$ cat src/rtl/esc_pkg.sv
// esc_pkg: shared types, constants and tables for the epoch seconds to calendar block
// used by esc_div and epoch_seconds_to_calendar_top; depends on nothing else
`default_nettype none

package esc_pkg;

    // shared divider sizes
    localparam int DIV_W = 64;
    localparam int REM_W = 18;
    localparam int CNT_W = 6;

    // divisors and calendar constants
    localparam logic [REM_W-1:0] SECS_PER_DAY  = 18'd86400;
    localparam logic [REM_W-1:0] SECS_PER_HOUR = 18'd3600;
    localparam logic [REM_W-1:0] SECS_PER_MIN  = 18'd60;
    localparam logic [REM_W-1:0] DAYS_PER_ERA  = 18'd146097;
    localparam logic [REM_W-1:0] DAYS_PER_4Y   = 18'd1460;
    localparam logic [REM_W-1:0] DAYS_PER_YEAR = 18'd365;
    localparam logic [REM_W-1:0] MONTH_DIV     = 18'd153;
    localparam logic [63:0]      SERIAL_HALF   = 64'h0000_0000_7fff_ffff;
    localparam logic [63:0]      DAYS_TO_LIMIT = 64'd2932897;
    localparam logic [21:0]      EPOCH_SHIFT   = 22'd719468;
    localparam logic [13:0]      YEARS_PER_ERA = 14'd400;

    // radix-4 passes for each division (two quotient bits a pass)
    localparam logic [CNT_W-1:0] STEPS_DAYS  = 6'd32;
    localparam logic [CNT_W-1:0] STEPS_ERA   = 6'd11;
    localparam logic [CNT_W-1:0] STEPS_18B   = 6'd9;
    localparam logic [CNT_W-1:0] STEPS_12B   = 6'd6;

    typedef enum logic [3:0] {
        ST_IDLE,
        ST_WIDEN,
        ST_DAYS,
        ST_ERA,
        ST_CENT,
        ST_YOE,
        ST_DOY,
        ST_MONTH,
        ST_HOUR,
        ST_MIN,
        ST_OUT
    } esc_state_t;

    typedef struct packed {
        logic             start;
        logic [DIV_W-1:0] dividend;
        logic [REM_W-1:0] divisor;
        logic [CNT_W-1:0] steps;
    } esc_div_req_t;

    typedef struct packed {
        logic             done;
        logic [DIV_W-1:0] quotient;
        logic [REM_W-1:0] remainder;
    } esc_div_rsp_t;

    // first day of each month in a march-based year
    function automatic logic [8:0] month_offset(input logic [3:0] mp);
        logic [8:0] off;
        case (mp)
            4'd0:    off = 9'd0;
            4'd1:    off = 9'd31;
            4'd2:    off = 9'd61;
            4'd3:    off = 9'd92;
            4'd4:    off = 9'd122;
            4'd5:    off = 9'd153;
            4'd6:    off = 9'd184;
            4'd7:    off = 9'd214;
            4'd8:    off = 9'd245;
            4'd9:    off = 9'd275;
            4'd10:   off = 9'd306;
            4'd11:   off = 9'd337;
            default: off = 9'd0;
        endcase
        return off;
    endfunction

endpackage

`default_nettype wire

$ cat src/rtl/esc_div.sv
// esc_div: shared radix-4 restoring divider, two quotient bits per cycle
// depends on esc_pkg; the dividend arrives left-aligned, the quotient ends in the low bits
`default_nettype none

module esc_div (
    input  logic                 clk,
    input  logic                 rst_n,
    input  esc_pkg::esc_div_req_t req,
    output esc_pkg::esc_div_rsp_t rsp
);
    import esc_pkg::*;

    logic [DIV_W-1:0] quo_reg, quo_next;
    logic [REM_W-1:0] rem_reg, rem_next;
    logic [REM_W-1:0] dvs_reg, dvs_next;
    logic [CNT_W-1:0] cnt_reg, cnt_next;
    logic             done_reg, done_next;

    logic [REM_W:0]   part1, part2, diff1, diff2;
    logic [REM_W-1:0] r1, r2;
    logic             b1, b2;

    // two compare-subtract steps
    always_comb
    begin
        part1 = {rem_reg, quo_reg[DIV_W-1]};
        diff1 = part1 - {1'b0, dvs_reg};
        b1    = (part1 >= {1'b0, dvs_reg});
        r1    = b1 ? diff1[REM_W-1:0] : part1[REM_W-1:0];
        part2 = {r1, quo_reg[DIV_W-2]};
        diff2 = part2 - {1'b0, dvs_reg};
        b2    = (part2 >= {1'b0, dvs_reg});
        r2    = b2 ? diff2[REM_W-1:0] : part2[REM_W-1:0];
    end

    // load, iterate, flag completion
    always_comb
    begin
        quo_next  = quo_reg;
        rem_next  = rem_reg;
        dvs_next  = dvs_reg;
        cnt_next  = cnt_reg;
        done_next = 1'b0;
        if (req.start)
        begin
            quo_next = req.dividend;
            rem_next = '0;
            dvs_next = req.divisor;
            cnt_next = req.steps;
        end
        else if (cnt_reg != '0)
        begin
            quo_next  = {quo_reg[DIV_W-3:0], b1, b2};
            rem_next  = r2;
            cnt_next  = cnt_reg - 1'b1;
            done_next = (cnt_reg == 6'd1);
        end
    end

    always_ff @(posedge clk or negedge rst_n)
    begin
        if (!rst_n)
        begin
            cnt_reg  <= '0;
            done_reg <= 1'b0;
        end
        else
        begin
            cnt_reg  <= cnt_next;
            done_reg <= done_next;
        end
    end

    always_ff @(posedge clk)
    begin
        quo_reg <= quo_next;
        rem_reg <= rem_next;
        dvs_reg <= dvs_next;
    end

    assign rsp.done      = done_reg;
    assign rsp.quotient  = quo_reg;
    assign rsp.remainder = rem_reg;

endmodule

`default_nettype wire

$ cat src/rtl/epoch_seconds_to_calendar_top.sv
// epoch_seconds_to_calendar_top: seconds since 1970 to UTC date and time of day
// depends on esc_pkg and esc_div
//
// usage
// - input channel: in_valid / in_stall with func, seconds_in, now_seconds. func 0 takes
//   the full 64-bit count; func 1 takes the low 32 bits as a serial time and widens it
//   to the first value not earlier than now_seconds - 0x7fffffff
// - output channel: out_valid / out_stall with year, month, day, hour, minute, second
//   and out_of_range; a year past 9999 sets out_of_range and zeroes the other fields
// - one request at a time: in_stall is high from acceptance until the result is taken
// - the shared radix-4 divider runs the divisions one after another: 32 passes for the
//   day split, then 11, 9, 9, 6, 9 and 6 passes for a date in range; an out-of-range
//   date goes to the output straight after the day split
// - a stalled result holds in the output registers until out_stall drops
// - reset (rst_n low, asynchronous) returns the sequencer to idle and drops out_valid
`default_nettype none

module epoch_seconds_to_calendar_top (
    input  logic        clk,
    input  logic        rst_n,
    input  logic        in_valid,
    output logic        in_stall,
    input  logic        func,
    input  logic [63:0] seconds_in,
    input  logic [62:0] now_seconds,
    output logic        out_valid,
    input  logic        out_stall,
    output logic [13:0] year,
    output logic [3:0]  month,
    output logic [4:0]  day,
    output logic [4:0]  hour,
    output logic [5:0]  minute,
    output logic [5:0]  second,
    output logic        out_of_range
);
    import esc_pkg::*;

    esc_state_t   state_reg, state_next;
    esc_div_req_t div_req;
    esc_div_rsp_t div_rsp;

    logic        func_reg, func_next;
    logic [63:0] secs_reg, secs_next;
    logic [63:0] start_reg, start_next;
    logic [16:0] sec_day_reg, sec_day_next;
    logic [4:0]  era_reg, era_next;
    logic [17:0] doe_reg, doe_next;
    logic [8:0]  yoe_reg, yoe_next;
    logic [8:0]  doy_reg, doy_next;
    logic [13:0] year_reg, year_next;
    logic [3:0]  month_reg, month_next;
    logic [4:0]  day_reg, day_next;
    logic [4:0]  hour_reg, hour_next;
    logic [5:0]  minute_reg, minute_next;
    logic [5:0]  second_reg, second_next;
    logic        oor_reg, oor_next;

    // serial widening
    logic        start_pos;
    logic [31:0] hi_inc;
    logic [63:0] widened, day_dividend;

    // day count checks
    logic        days_oor;
    logic [21:0] z_val;

    // year-of-era numerator
    logic [2:0]  c36524;
    logic        last_day;
    logic [17:0] yoe_num;

    // day of year
    logic [1:0]  yc100;
    logic [17:0] yoe_base, doy_full;
    logic [11:0] mp_num;

    // month, day and year
    logic [3:0]  mp_val;
    logic [8:0]  day_full;
    logic [3:0]  month_val;

    esc_div u_div (
        .clk   (clk),
        .rst_n (rst_n),
        .req   (div_req),
        .rsp   (div_rsp)
    );

    // widen a serial time around the current time
    always_comb
    begin
        start_pos    = !start_reg[63] && (start_reg != '0);
        hi_inc       = start_reg[63:32] + 32'd1;
        if (!start_pos)
            widened = {32'b0, secs_reg[31:0]};
        else if (secs_reg[31:0] >= start_reg[31:0])
            widened = {start_reg[63:32], secs_reg[31:0]};
        else
            widened = {hi_inc, secs_reg[31:0]};
        day_dividend = func_reg ? widened : secs_reg;
    end

    // per-stage arithmetic on divider results
    always_comb
    begin
        days_oor  = (div_rsp.quotient >= DAYS_TO_LIMIT);
        z_val     = div_rsp.quotient[21:0] + EPOCH_SHIFT;

        c36524    = {2'b0, doe_reg >= 18'd36524} + {2'b0, doe_reg >= 18'd73048}
                  + {2'b0, doe_reg >= 18'd109572} + {2'b0, doe_reg >= 18'd146096};
        last_day  = (doe_reg == 18'd146096);
        yoe_num   = doe_reg - {11'b0, div_rsp.quotient[6:0]} + {15'b0, c36524}
                  - {17'b0, last_day};

        yc100     = {1'b0, div_rsp.quotient[8:0] >= 9'd100}
                  + {1'b0, div_rsp.quotient[8:0] >= 9'd200}
                  + {1'b0, div_rsp.quotient[8:0] >= 9'd300};
        yoe_base  = {9'b0, div_rsp.quotient[8:0]} * DAYS_PER_YEAR
                  + {11'b0, div_rsp.quotient[8:2]} - {16'b0, yc100};
        doy_full  = doe_reg - yoe_base;
        mp_num    = {3'b0, doy_reg} * 12'd5 + 12'd2;

        mp_val    = div_rsp.quotient[3:0];
        day_full  = doy_reg - month_offset(mp_val) + 9'd1;
        month_val = (mp_val < 4'd10) ? (mp_val + 4'd3) : (mp_val - 4'd9);
    end

    // next state
    always_comb
    begin
        state_next = state_reg;
        case (state_reg)
            ST_IDLE:
            begin
                if (in_valid)
                    state_next = ST_WIDEN;
            end
            ST_WIDEN:
                state_next = ST_DAYS;
            ST_DAYS:
            begin
                if (div_rsp.done)
                    state_next = days_oor ? ST_OUT : ST_ERA;
            end
            ST_ERA:
            begin
                if (div_rsp.done)
                    state_next = ST_CENT;
            end
            ST_CENT:
            begin
                if (div_rsp.done)
                    state_next = ST_YOE;
            end
            ST_YOE:
            begin
                if (div_rsp.done)
                    state_next = ST_DOY;
            end
            ST_DOY:
                state_next = ST_MONTH;
            ST_MONTH:
            begin
                if (div_rsp.done)
                    state_next = ST_HOUR;
            end
            ST_HOUR:
            begin
                if (div_rsp.done)
                    state_next = ST_MIN;
            end
            ST_MIN:
            begin
                if (div_rsp.done)
                    state_next = ST_OUT;
            end
            ST_OUT:
            begin
                if (!out_stall)
                    state_next = ST_IDLE;
            end
            default:
                state_next = ST_IDLE;
        endcase
    end

    // divider launches and register updates
    always_comb
    begin
        div_req.start    = 1'b0;
        div_req.dividend = '0;
        div_req.divisor  = SECS_PER_DAY;
        div_req.steps    = STEPS_DAYS;

        func_next    = func_reg;
        secs_next    = secs_reg;
        start_next   = start_reg;
        sec_day_next = sec_day_reg;
        era_next     = era_reg;
        doe_next     = doe_reg;
        yoe_next     = yoe_reg;
        doy_next     = doy_reg;
        year_next    = year_reg;
        month_next   = month_reg;
        day_next     = day_reg;
        hour_next    = hour_reg;
        minute_next  = minute_reg;
        second_next  = second_reg;
        oor_next     = oor_reg;

        case (state_reg)
            ST_IDLE:
            begin
                func_next  = func;
                secs_next  = seconds_in;
                start_next = {1'b0, now_seconds} - SERIAL_HALF;
            end
            ST_WIDEN:
            begin
                div_req.start    = 1'b1;
                div_req.dividend = day_dividend;
                div_req.divisor  = SECS_PER_DAY;
                div_req.steps    = STEPS_DAYS;
            end
            ST_DAYS:
            begin
                if (div_rsp.done)
                begin
                    sec_day_next = div_rsp.remainder[16:0];
                    oor_next     = days_oor;
                    if (days_oor)
                    begin
                        year_next   = '0;
                        month_next  = '0;
                        day_next    = '0;
                        hour_next   = '0;
                        minute_next = '0;
                        second_next = '0;
                    end
                    else
                    begin
                        div_req.start    = 1'b1;
                        div_req.dividend = {z_val, 42'b0};
                        div_req.divisor  = DAYS_PER_ERA;
                        div_req.steps    = STEPS_ERA;
                    end
                end
            end
            ST_ERA:
            begin
                if (div_rsp.done)
                begin
                    era_next         = div_rsp.quotient[4:0];
                    doe_next         = div_rsp.remainder;
                    div_req.start    = 1'b1;
                    div_req.dividend = {div_rsp.remainder, 46'b0};
                    div_req.divisor  = DAYS_PER_4Y;
                    div_req.steps    = STEPS_18B;
                end
            end
            ST_CENT:
            begin
                if (div_rsp.done)
                begin
                    div_req.start    = 1'b1;
                    div_req.dividend = {yoe_num, 46'b0};
                    div_req.divisor  = DAYS_PER_YEAR;
                    div_req.steps    = STEPS_18B;
                end
            end
            ST_YOE:
            begin
                if (div_rsp.done)
                begin
                    yoe_next = div_rsp.quotient[8:0];
                    doy_next = doy_full[8:0];
                end
            end
            ST_DOY:
            begin
                div_req.start    = 1'b1;
                div_req.dividend = {mp_num, 52'b0};
                div_req.divisor  = MONTH_DIV;
                div_req.steps    = STEPS_12B;
            end
            ST_MONTH:
            begin
                if (div_rsp.done)
                begin
                    day_next         = day_full[4:0];
                    month_next       = month_val;
                    year_next        = {9'b0, era_reg} * YEARS_PER_ERA + {5'b0, yoe_reg}
                                     + {13'b0, month_val <= 4'd2};
                    div_req.start    = 1'b1;
                    div_req.dividend = {1'b0, sec_day_reg, 46'b0};
                    div_req.divisor  = SECS_PER_HOUR;
                    div_req.steps    = STEPS_18B;
                end
            end
            ST_HOUR:
            begin
                if (div_rsp.done)
                begin
                    hour_next        = div_rsp.quotient[4:0];
                    div_req.start    = 1'b1;
                    div_req.dividend = {div_rsp.remainder[11:0], 52'b0};
                    div_req.divisor  = SECS_PER_MIN;
                    div_req.steps    = STEPS_12B;
                end
            end
            ST_MIN:
            begin
                if (div_rsp.done)
                begin
                    minute_next = div_rsp.quotient[5:0];
                    second_next = div_rsp.remainder[5:0];
                end
            end
            ST_OUT:
            begin
            end
            default:
            begin
            end
        endcase
    end

    // sequencer state
    always_ff @(posedge clk or negedge rst_n)
    begin
        if (!rst_n)
            state_reg <= ST_IDLE;
        else
            state_reg <= state_next;
    end

    // working and result registers
    always_ff @(posedge clk)
    begin
        func_reg    <= func_next;
        secs_reg    <= secs_next;
        start_reg   <= start_next;
        sec_day_reg <= sec_day_next;
        era_reg     <= era_next;
        doe_reg     <= doe_next;
        yoe_reg     <= yoe_next;
        doy_reg     <= doy_next;
        year_reg    <= year_next;
        month_reg   <= month_next;
        day_reg     <= day_next;
        hour_reg    <= hour_next;
        minute_reg  <= minute_next;
        second_reg  <= second_next;
        oor_reg     <= oor_next;
    end

    assign in_stall     = (state_reg != ST_IDLE);
    assign out_valid    = (state_reg == ST_OUT);
    assign year         = year_reg;
    assign month        = month_reg;
    assign day          = day_reg;
    assign hour         = hour_reg;
    assign minute       = minute_reg;
    assign second       = second_reg;
    assign out_of_range = oor_reg;

endmodule

`default_nettype wire

$ cat config.mk
export PLATFORM = sky130hd
export DESIGN_NAME = epoch_seconds_to_calendar_top
export DESIGN_NICKNAME = d
export VERILOG_FILES = /design/src/rtl/esc_pkg.sv /design/src/rtl/esc_div.sv /design/src/rtl/epoch_seconds_to_calendar_top.sv
export SDC_FILE = /design/constraint.sdc
export NUM_CORES = 1
export LEC_CHECK = 0
export BUFFER_PORTS_ARGS = -buffer_cell sky130_fd_sc_hd__buf_2
export CORE_AREA = 2 2 239 241
export CTS_CLUSTER_DIAMETER = 150
export DETAILED_ROUTE_END_ITERATION = 10
export DIE_AREA = 0 0 241 243
export GPL_TIMING_DRIVEN = 0
export PLACE_DENSITY = 0.56
export SLEW_MARGIN = 20
export SYNTH_ARGS = -nofsm -noshare
export SYNTH_HDL_FRONTEND = slang
export SYNTH_SLANG_ARGS = --single-unit
$ cat constraint.sdc
create_clock -name clk -period 7.27 [get_ports clk]
set_input_delay 0.727 -clock clk [delete_from_list [all_inputs] [get_ports clk]]
set_output_delay 0.727 -clock clk [all_outputs]
set_load 0.02 [all_outputs]
-- Word-level counts from Yosys, hierarchy flattened
Memory sizes are Yosys's and may differ from the RTL's. A register that Yosys moved wholly into a read port is not among the register bits.
Index checks and enable logic that the tools add are counted.
- add/sub/neg operators: 24
- reduce and logical (&&, ||, !) cells: 17
- shift operators: 0
- div/mod/pow operators: 0
- mux-type cells: 51
- magnitude comparators: 13
- equal/unequal tests: 22
- multipliers: 3
- bitwise logic cells: 0
- operators with widths (kind ; count):
    89-bit one-hot mux with 7 select lines ; 1
    89-bit two-way mux ; 6
    64-bit two-way mux ; 5
    64-bit by 22-bit >= comparator with 1-bit output (second input constant) ; 1
    64-bit nonzero test ; 1
    63-bit by 31-bit subtractor with 64-bit output (second input constant) ; 1
    4-bit two-way mux ; 15
    4-bit one-hot mux with 11 select lines ; 1
    14-bit two-way mux ; 3
    19-bit by 18-bit >= comparator with 1-bit output ; 2
    18-bit by 17-bit >= comparator with 1-bit output (second input constant) ; 2
    18-bit two-way mux ; 2
    6-bit two-way mux ; 6
    18-bit subtractor ; 2
    32-bit by 1-bit adder with 32-bit output (second input constant) ; 1
    32-bit >= comparator ; 1
    14-bit one-hot mux with 2 select lines ; 1
    6-bit one-hot mux with 2 select lines ; 2
    22-bit by 20-bit adder with 22-bit output (second input constant) ; 1
    5-bit two-way mux ; 4
    5-bit one-hot mux with 2 select lines ; 2
    18-bit by 3-bit adder with 18-bit output ; 1
    18-bit == test (second input constant) ; 1
    18-bit by 16-bit >= comparator with 1-bit output (second input constant) ; 1
    44 further kinds ; 67
- bits in registers: 339
- bits in read-only memories: 144
- bits in writable memories: 0
- memories: 1
- bits of input ports: 132
- latch bits: 0
- memory list (memory ; depth ; width ; read ports ; clocked after Yosys merged registers in ; wr ports ; line ; text):
    (name not given) ; 16 ; 9 ; 1 ; 1 ; 0 ; esc_pkg.sv:61 ; case (mp)

-- Longest topological paths before layout
- depth in word-level cells: 10
- gate-level depth with buffers: 26

-- By module
Synthesis repeated with hierarchy kept, for this count alone.
- cell total of the unflattened synthesis: 2130
- area, all modules: 22803.1 sq um
- modules (own cells, without submodules) (module ; area an instance (sq um) ; sequential area each (sq um) ; times used ; cells each):
    epoch_seconds_to_calendar_top ; 16474.6 ; 6946.7 ; 1 ; 1593
    esc_div ; 6328.6 ; 2997.9 ; 1 ; 537

-- Worst setup path after synthesis
No wires, ideal clock.
- kind: register to register
- start: register u_div.dvs_reg[16]
- end: register (tool-made name)
- stages on the path, launching flop included: 23
- setup slack: 1.938 ns
- data arrival time: 5.264 ns
- setup time: 0.069 ns
- clock period less this slack: 5.332 ns
- path buffers: 3
- path through: edfxtp_1 -> inv_1 -> ha_1 -> a21o_1 -> a211oi_1 -> o21ai_2 -> a211oi_4 -> buf_2 -> buf_1 -> nand2_1 -> o21ai_0 -> ha_1 -> a2111oi_0 -> o211ai_2 -> a31oi_4 -> o21ai_2 -> a2111oi_4 -> buf_6 -> a21oi_1 -> o22a_1 -> ha_1 -> mux2_1 -> o21ai_1
- RTL lines (what ; line ; text):
    from (decl) ; esc_div.sv:15 ; logic [REM_W-1:0] dvs_reg, dvs_next;
    from (signal assigned) ; esc_div.sv:78 ; dvs_reg <= dvs_next;

==> metrics <==
status=complete, no violations; Synth Warn #=0; worst hold-check path type=in2async; placed inst area=between 20000 and 25000 sq um; Synth Area in Compound Gates=0.140; share of layout cells above drive strength 1=0.128; worst slack, placed=between 0.004 and 0.005 ns; Max Fclk=approximately 140 MHz; WP data required=7.77 ns; largest family of logic cells by synthesized area=adder cells; die height=between 200 and 250 um; register-to-register setup slack=roughly 0.35 ns; GRT Max-Usage Layer=met2; Arr. time, crit path=7.42 ns; setup slack after layout=0.349 ns; RD Place Congestion=0.964; Fin Setup TNS=0 ns; count of mapped cells out of synthesis=2098; vias per cell=5.51; Die Area=just under 60000 sq um; hpwl dp=approximately 53 mm; Gate power share=0.017; Post-Synthesis Net Count=between 2000 and 2500; Mapped Area=between 20000 and 25000 sq um; Clk Latency, worst-skew pair=~0.59 ns; grt met1 use=0.314; max cap viols=0; initial antenna violation count=2; wirelength, routed=~68 mm; critical path class=reg2reg; register share of total power=0.494; core area=approximately 56000 sq um; Critical Path Sink Type=register; Seq/Total Area, Yosys=0.444; Post-synth EDFFs=305; die width=241 um; design area=around 26000 sq um; Hold Vio Cnt, Final=0; number of synthesized register bits=~340; placed insts=about 3000; sw frac=0.215; slowest cell delay on critical path=0.68 ns; relative slew slack=0.309; Post-Layout Cell Count=~3100; H-tree depth=2; static leakage=approximately 10 nW; Max FO, Critical Path=10; First DRT Iteration DRCs=between 1000 and 1500; IO Count=approximately 180; reg2reg start=u_div.rem_reg[2]; final setup fails=0; Rows=87; final net count=2714; Psw=0.917 mW; clk_skew=a little under 0.02 ns; peak supply drop=0.000165 V; total power=approximately 4.3 mW; via count=roughly 17000; first-pass GRT wire length=103 mm; DR DRC count=0; Setup crit start=u_div.rem_reg[2]; CP max-delay cell=dfxtp_1; met3 Use GR=0.0312; Clock Sinks=around 340; Synth Area in XOR/XNOR=0.0751; worst slew pin tran=between 1 and 1.5 ns; Hold Slack=around 0.04 ns; Primary FF master, synth=edfxtp_1; largest net degree at the start of global routing=87; post-synthesis adder-cell area fraction=0.153; Power Density=approximately 170 nW/um^2; port buffer count=174; met2 Track Usage GR=0.376; mux contribution to synthesized area=0.00933; count of final max-slew check failures=0; Period minus WS final=6.92 ns; Synth async-reset ratio=0.0324; Overall Global Routing Usage=0.231; antenna viol nets, final=0; post_cts resized=0; Cell Chain, Critical Path=ha_1 > a21oi_2 > o211ai_2 > a31o_4 > a211oi_4 > buf_2 > clkbuf_1 > o21ai_0 > ha_1 > a21oi_1 > nor2b_1 > o21a_1 > nor2_1 > o21ai_0 > a31oi_4 > o21ai_2 > a2111oi_4 > buf_4 > buf_6 > a21oi_1 > o22a_1 > ha_1 > mux2_1 > o21ai_1; final worst-path cycle share=0.952; TritonCTS clock tree=built; Clk pwr share=0.489; first-pass iteration count of the detailed router=6; wire length per cell=between 20 and 25 um; RSZ-0062 raised after global routing=false; Avg Inst Size Synth=roughly 11 sq um; P&R area growth vs syn=15.0%; Yosys cell types=a little under 90; number of global-route vias before repair=approximately 17000; total grt overflow=0; Startpoint Class=register; CTS Buffer Depth=3; CTS buffer count=between 40 and 50; Core Util, Final=0.458; worst reg2reg path depth=24; fraction of the mapped netlist area in simple logic gates=0.136; cell-internal power=3.34 mW; starting density of the core=0.398; clk slew on worst S/H paths=around 0.06 ns; clock root cell=clkbuf_16; cell mode on critical path=ha_1
layout make-up:
class                           count  area (sq um)
Fill cell                        5316         30300
Multi-Input combinational cell   1518         11500
Sequential cell                   339          9890
Clock buffer                       52          1100
Timing Repair Buffer              186           998
Tap cell                          756           946
Inverter                          178           673
Clock inverter                     26           270
Buffer                             63           267
Antenna cell                        2          5.00
power groups by stage:
stage          clock [mW]  sequential (mW)  combinational, mW
5_1_grt              2.20             2.10             0.0820
6_report             2.08             2.10             0.0737
3_3_place_gp            0             2.15             0.0728
4_1_cts              2.12             2.10             0.0743
2_1_floorplan           0             2.15             0.0195
3_5_place_dp            0             2.15             0.0740
critical path, delay by kind of cell, from the launching register on:
| family | cells | cell delay, ns |
|---|---|---|
| flops | 1 | 0.68 |
| mux | 1 | 0.30 |
| fa+ha+maj | 3 | 1.16 |
| simple gates | 2 | 0.34 |
| compound gates | 14 | 3.18 |
| buf+inv | 4 | 1.16 |
logic make-up after synthesis:
group,after synthesis
buffers and inverters,241
flip-flops,339
AND/OR/NAND/NOR,600
multiplexers,19
adder cells (fa/ha/maj),254
AO/OA/AOI/OAI,454
XOR/XNOR,191
cells in the final DEF (no fill, tap or decap), types with 15 or more instances in the layout:
master / Yosys / final
nand2_1: 142 / 142
or3_1: 15 / 15
nor3_1: 46 / 43
o21ai_0: 108 / 108
and2_1: 21 / 21
a22o_1: 27 / 27
dfxtp_1: 23 / 23
buf_2: 7 / 183
ha_1: 225 / 225
nand2b_1: 18 / 18
nand3_1: 54 / 54
and3_1: 23 / 23
inv_1: 176 / 175
edfxtp_1: 305 / 305
a21o_1: 31 / 31
fa_1: 29 / 29
a21oi_1: 97 / 97
nor4_1: 48 / 47
xor2_1: 71 / 71
nand4_1: 37 / 37
nor2_1: 128 / 127
nor2b_1: 17 / 17
clkbuf_1: 43 / 51
xnor2_1: 120 / 120
a22oi_1: 21 / 21
clkbuf_16: 0 / 42
a211oi_1: 15 / 15
synthesized netlist by cell type, types with 17 or more instances:
cell type	instances	area [sq um]
edfxtp_1	305	9160
nand2_1	142	533
ha_1	225	2820
and2_1	21	131
and3_1	23	144
a21o_1	31	233
nor3_1	46	230
a21oi_1	97	485
clkbuf_1	43	161
nor2_1	128	480
nand4_1	37	231
dfxtp_1	23	460
nor4_1	48	300
nand3_1	54	270
xor2_1	71	622
a22oi_1	21	158
a22o_1	27	236
o21ai_0	108	541
xnor2_1	120	1050
nand2b_1	18	113
nor2b_1	17	106
fa_1	29	581
inv_1	176	661
worst min path at each step:
stage	to	start	slack, ns
floorplan	state_reg[0]	rst_n	0.43
CTS	u_div.cnt_reg[2]	rst_n	0.02
detailed placement	yoe_reg[8]	u_div.quo_reg[8]	0.54
finish	u_div.done_reg	rst_n	0.04
global route	u_div.cnt_reg[2]	rst_n	0.05
global placement	yoe_reg[8]	u_div.quo_reg[8]	0.52
what timing repair did:
| item | CTS | global route |
|---|---|---|
| setup buffers | 0 | 4 |
| setup endpoints to repair | 1 | 5 |
| pin swaps | 1 | 1 |
| hold buffers | 0 | 0 |
layer usage:
layer / up-vias / routed length [um]
li1: 8210 / -
met1: 8278 / 29500
met2: 602 / 31600
met3: 116 / 4400
met4: 0 / 2330
met5: - / 0
No activity file was read; power rests on OpenSTA's default activity.
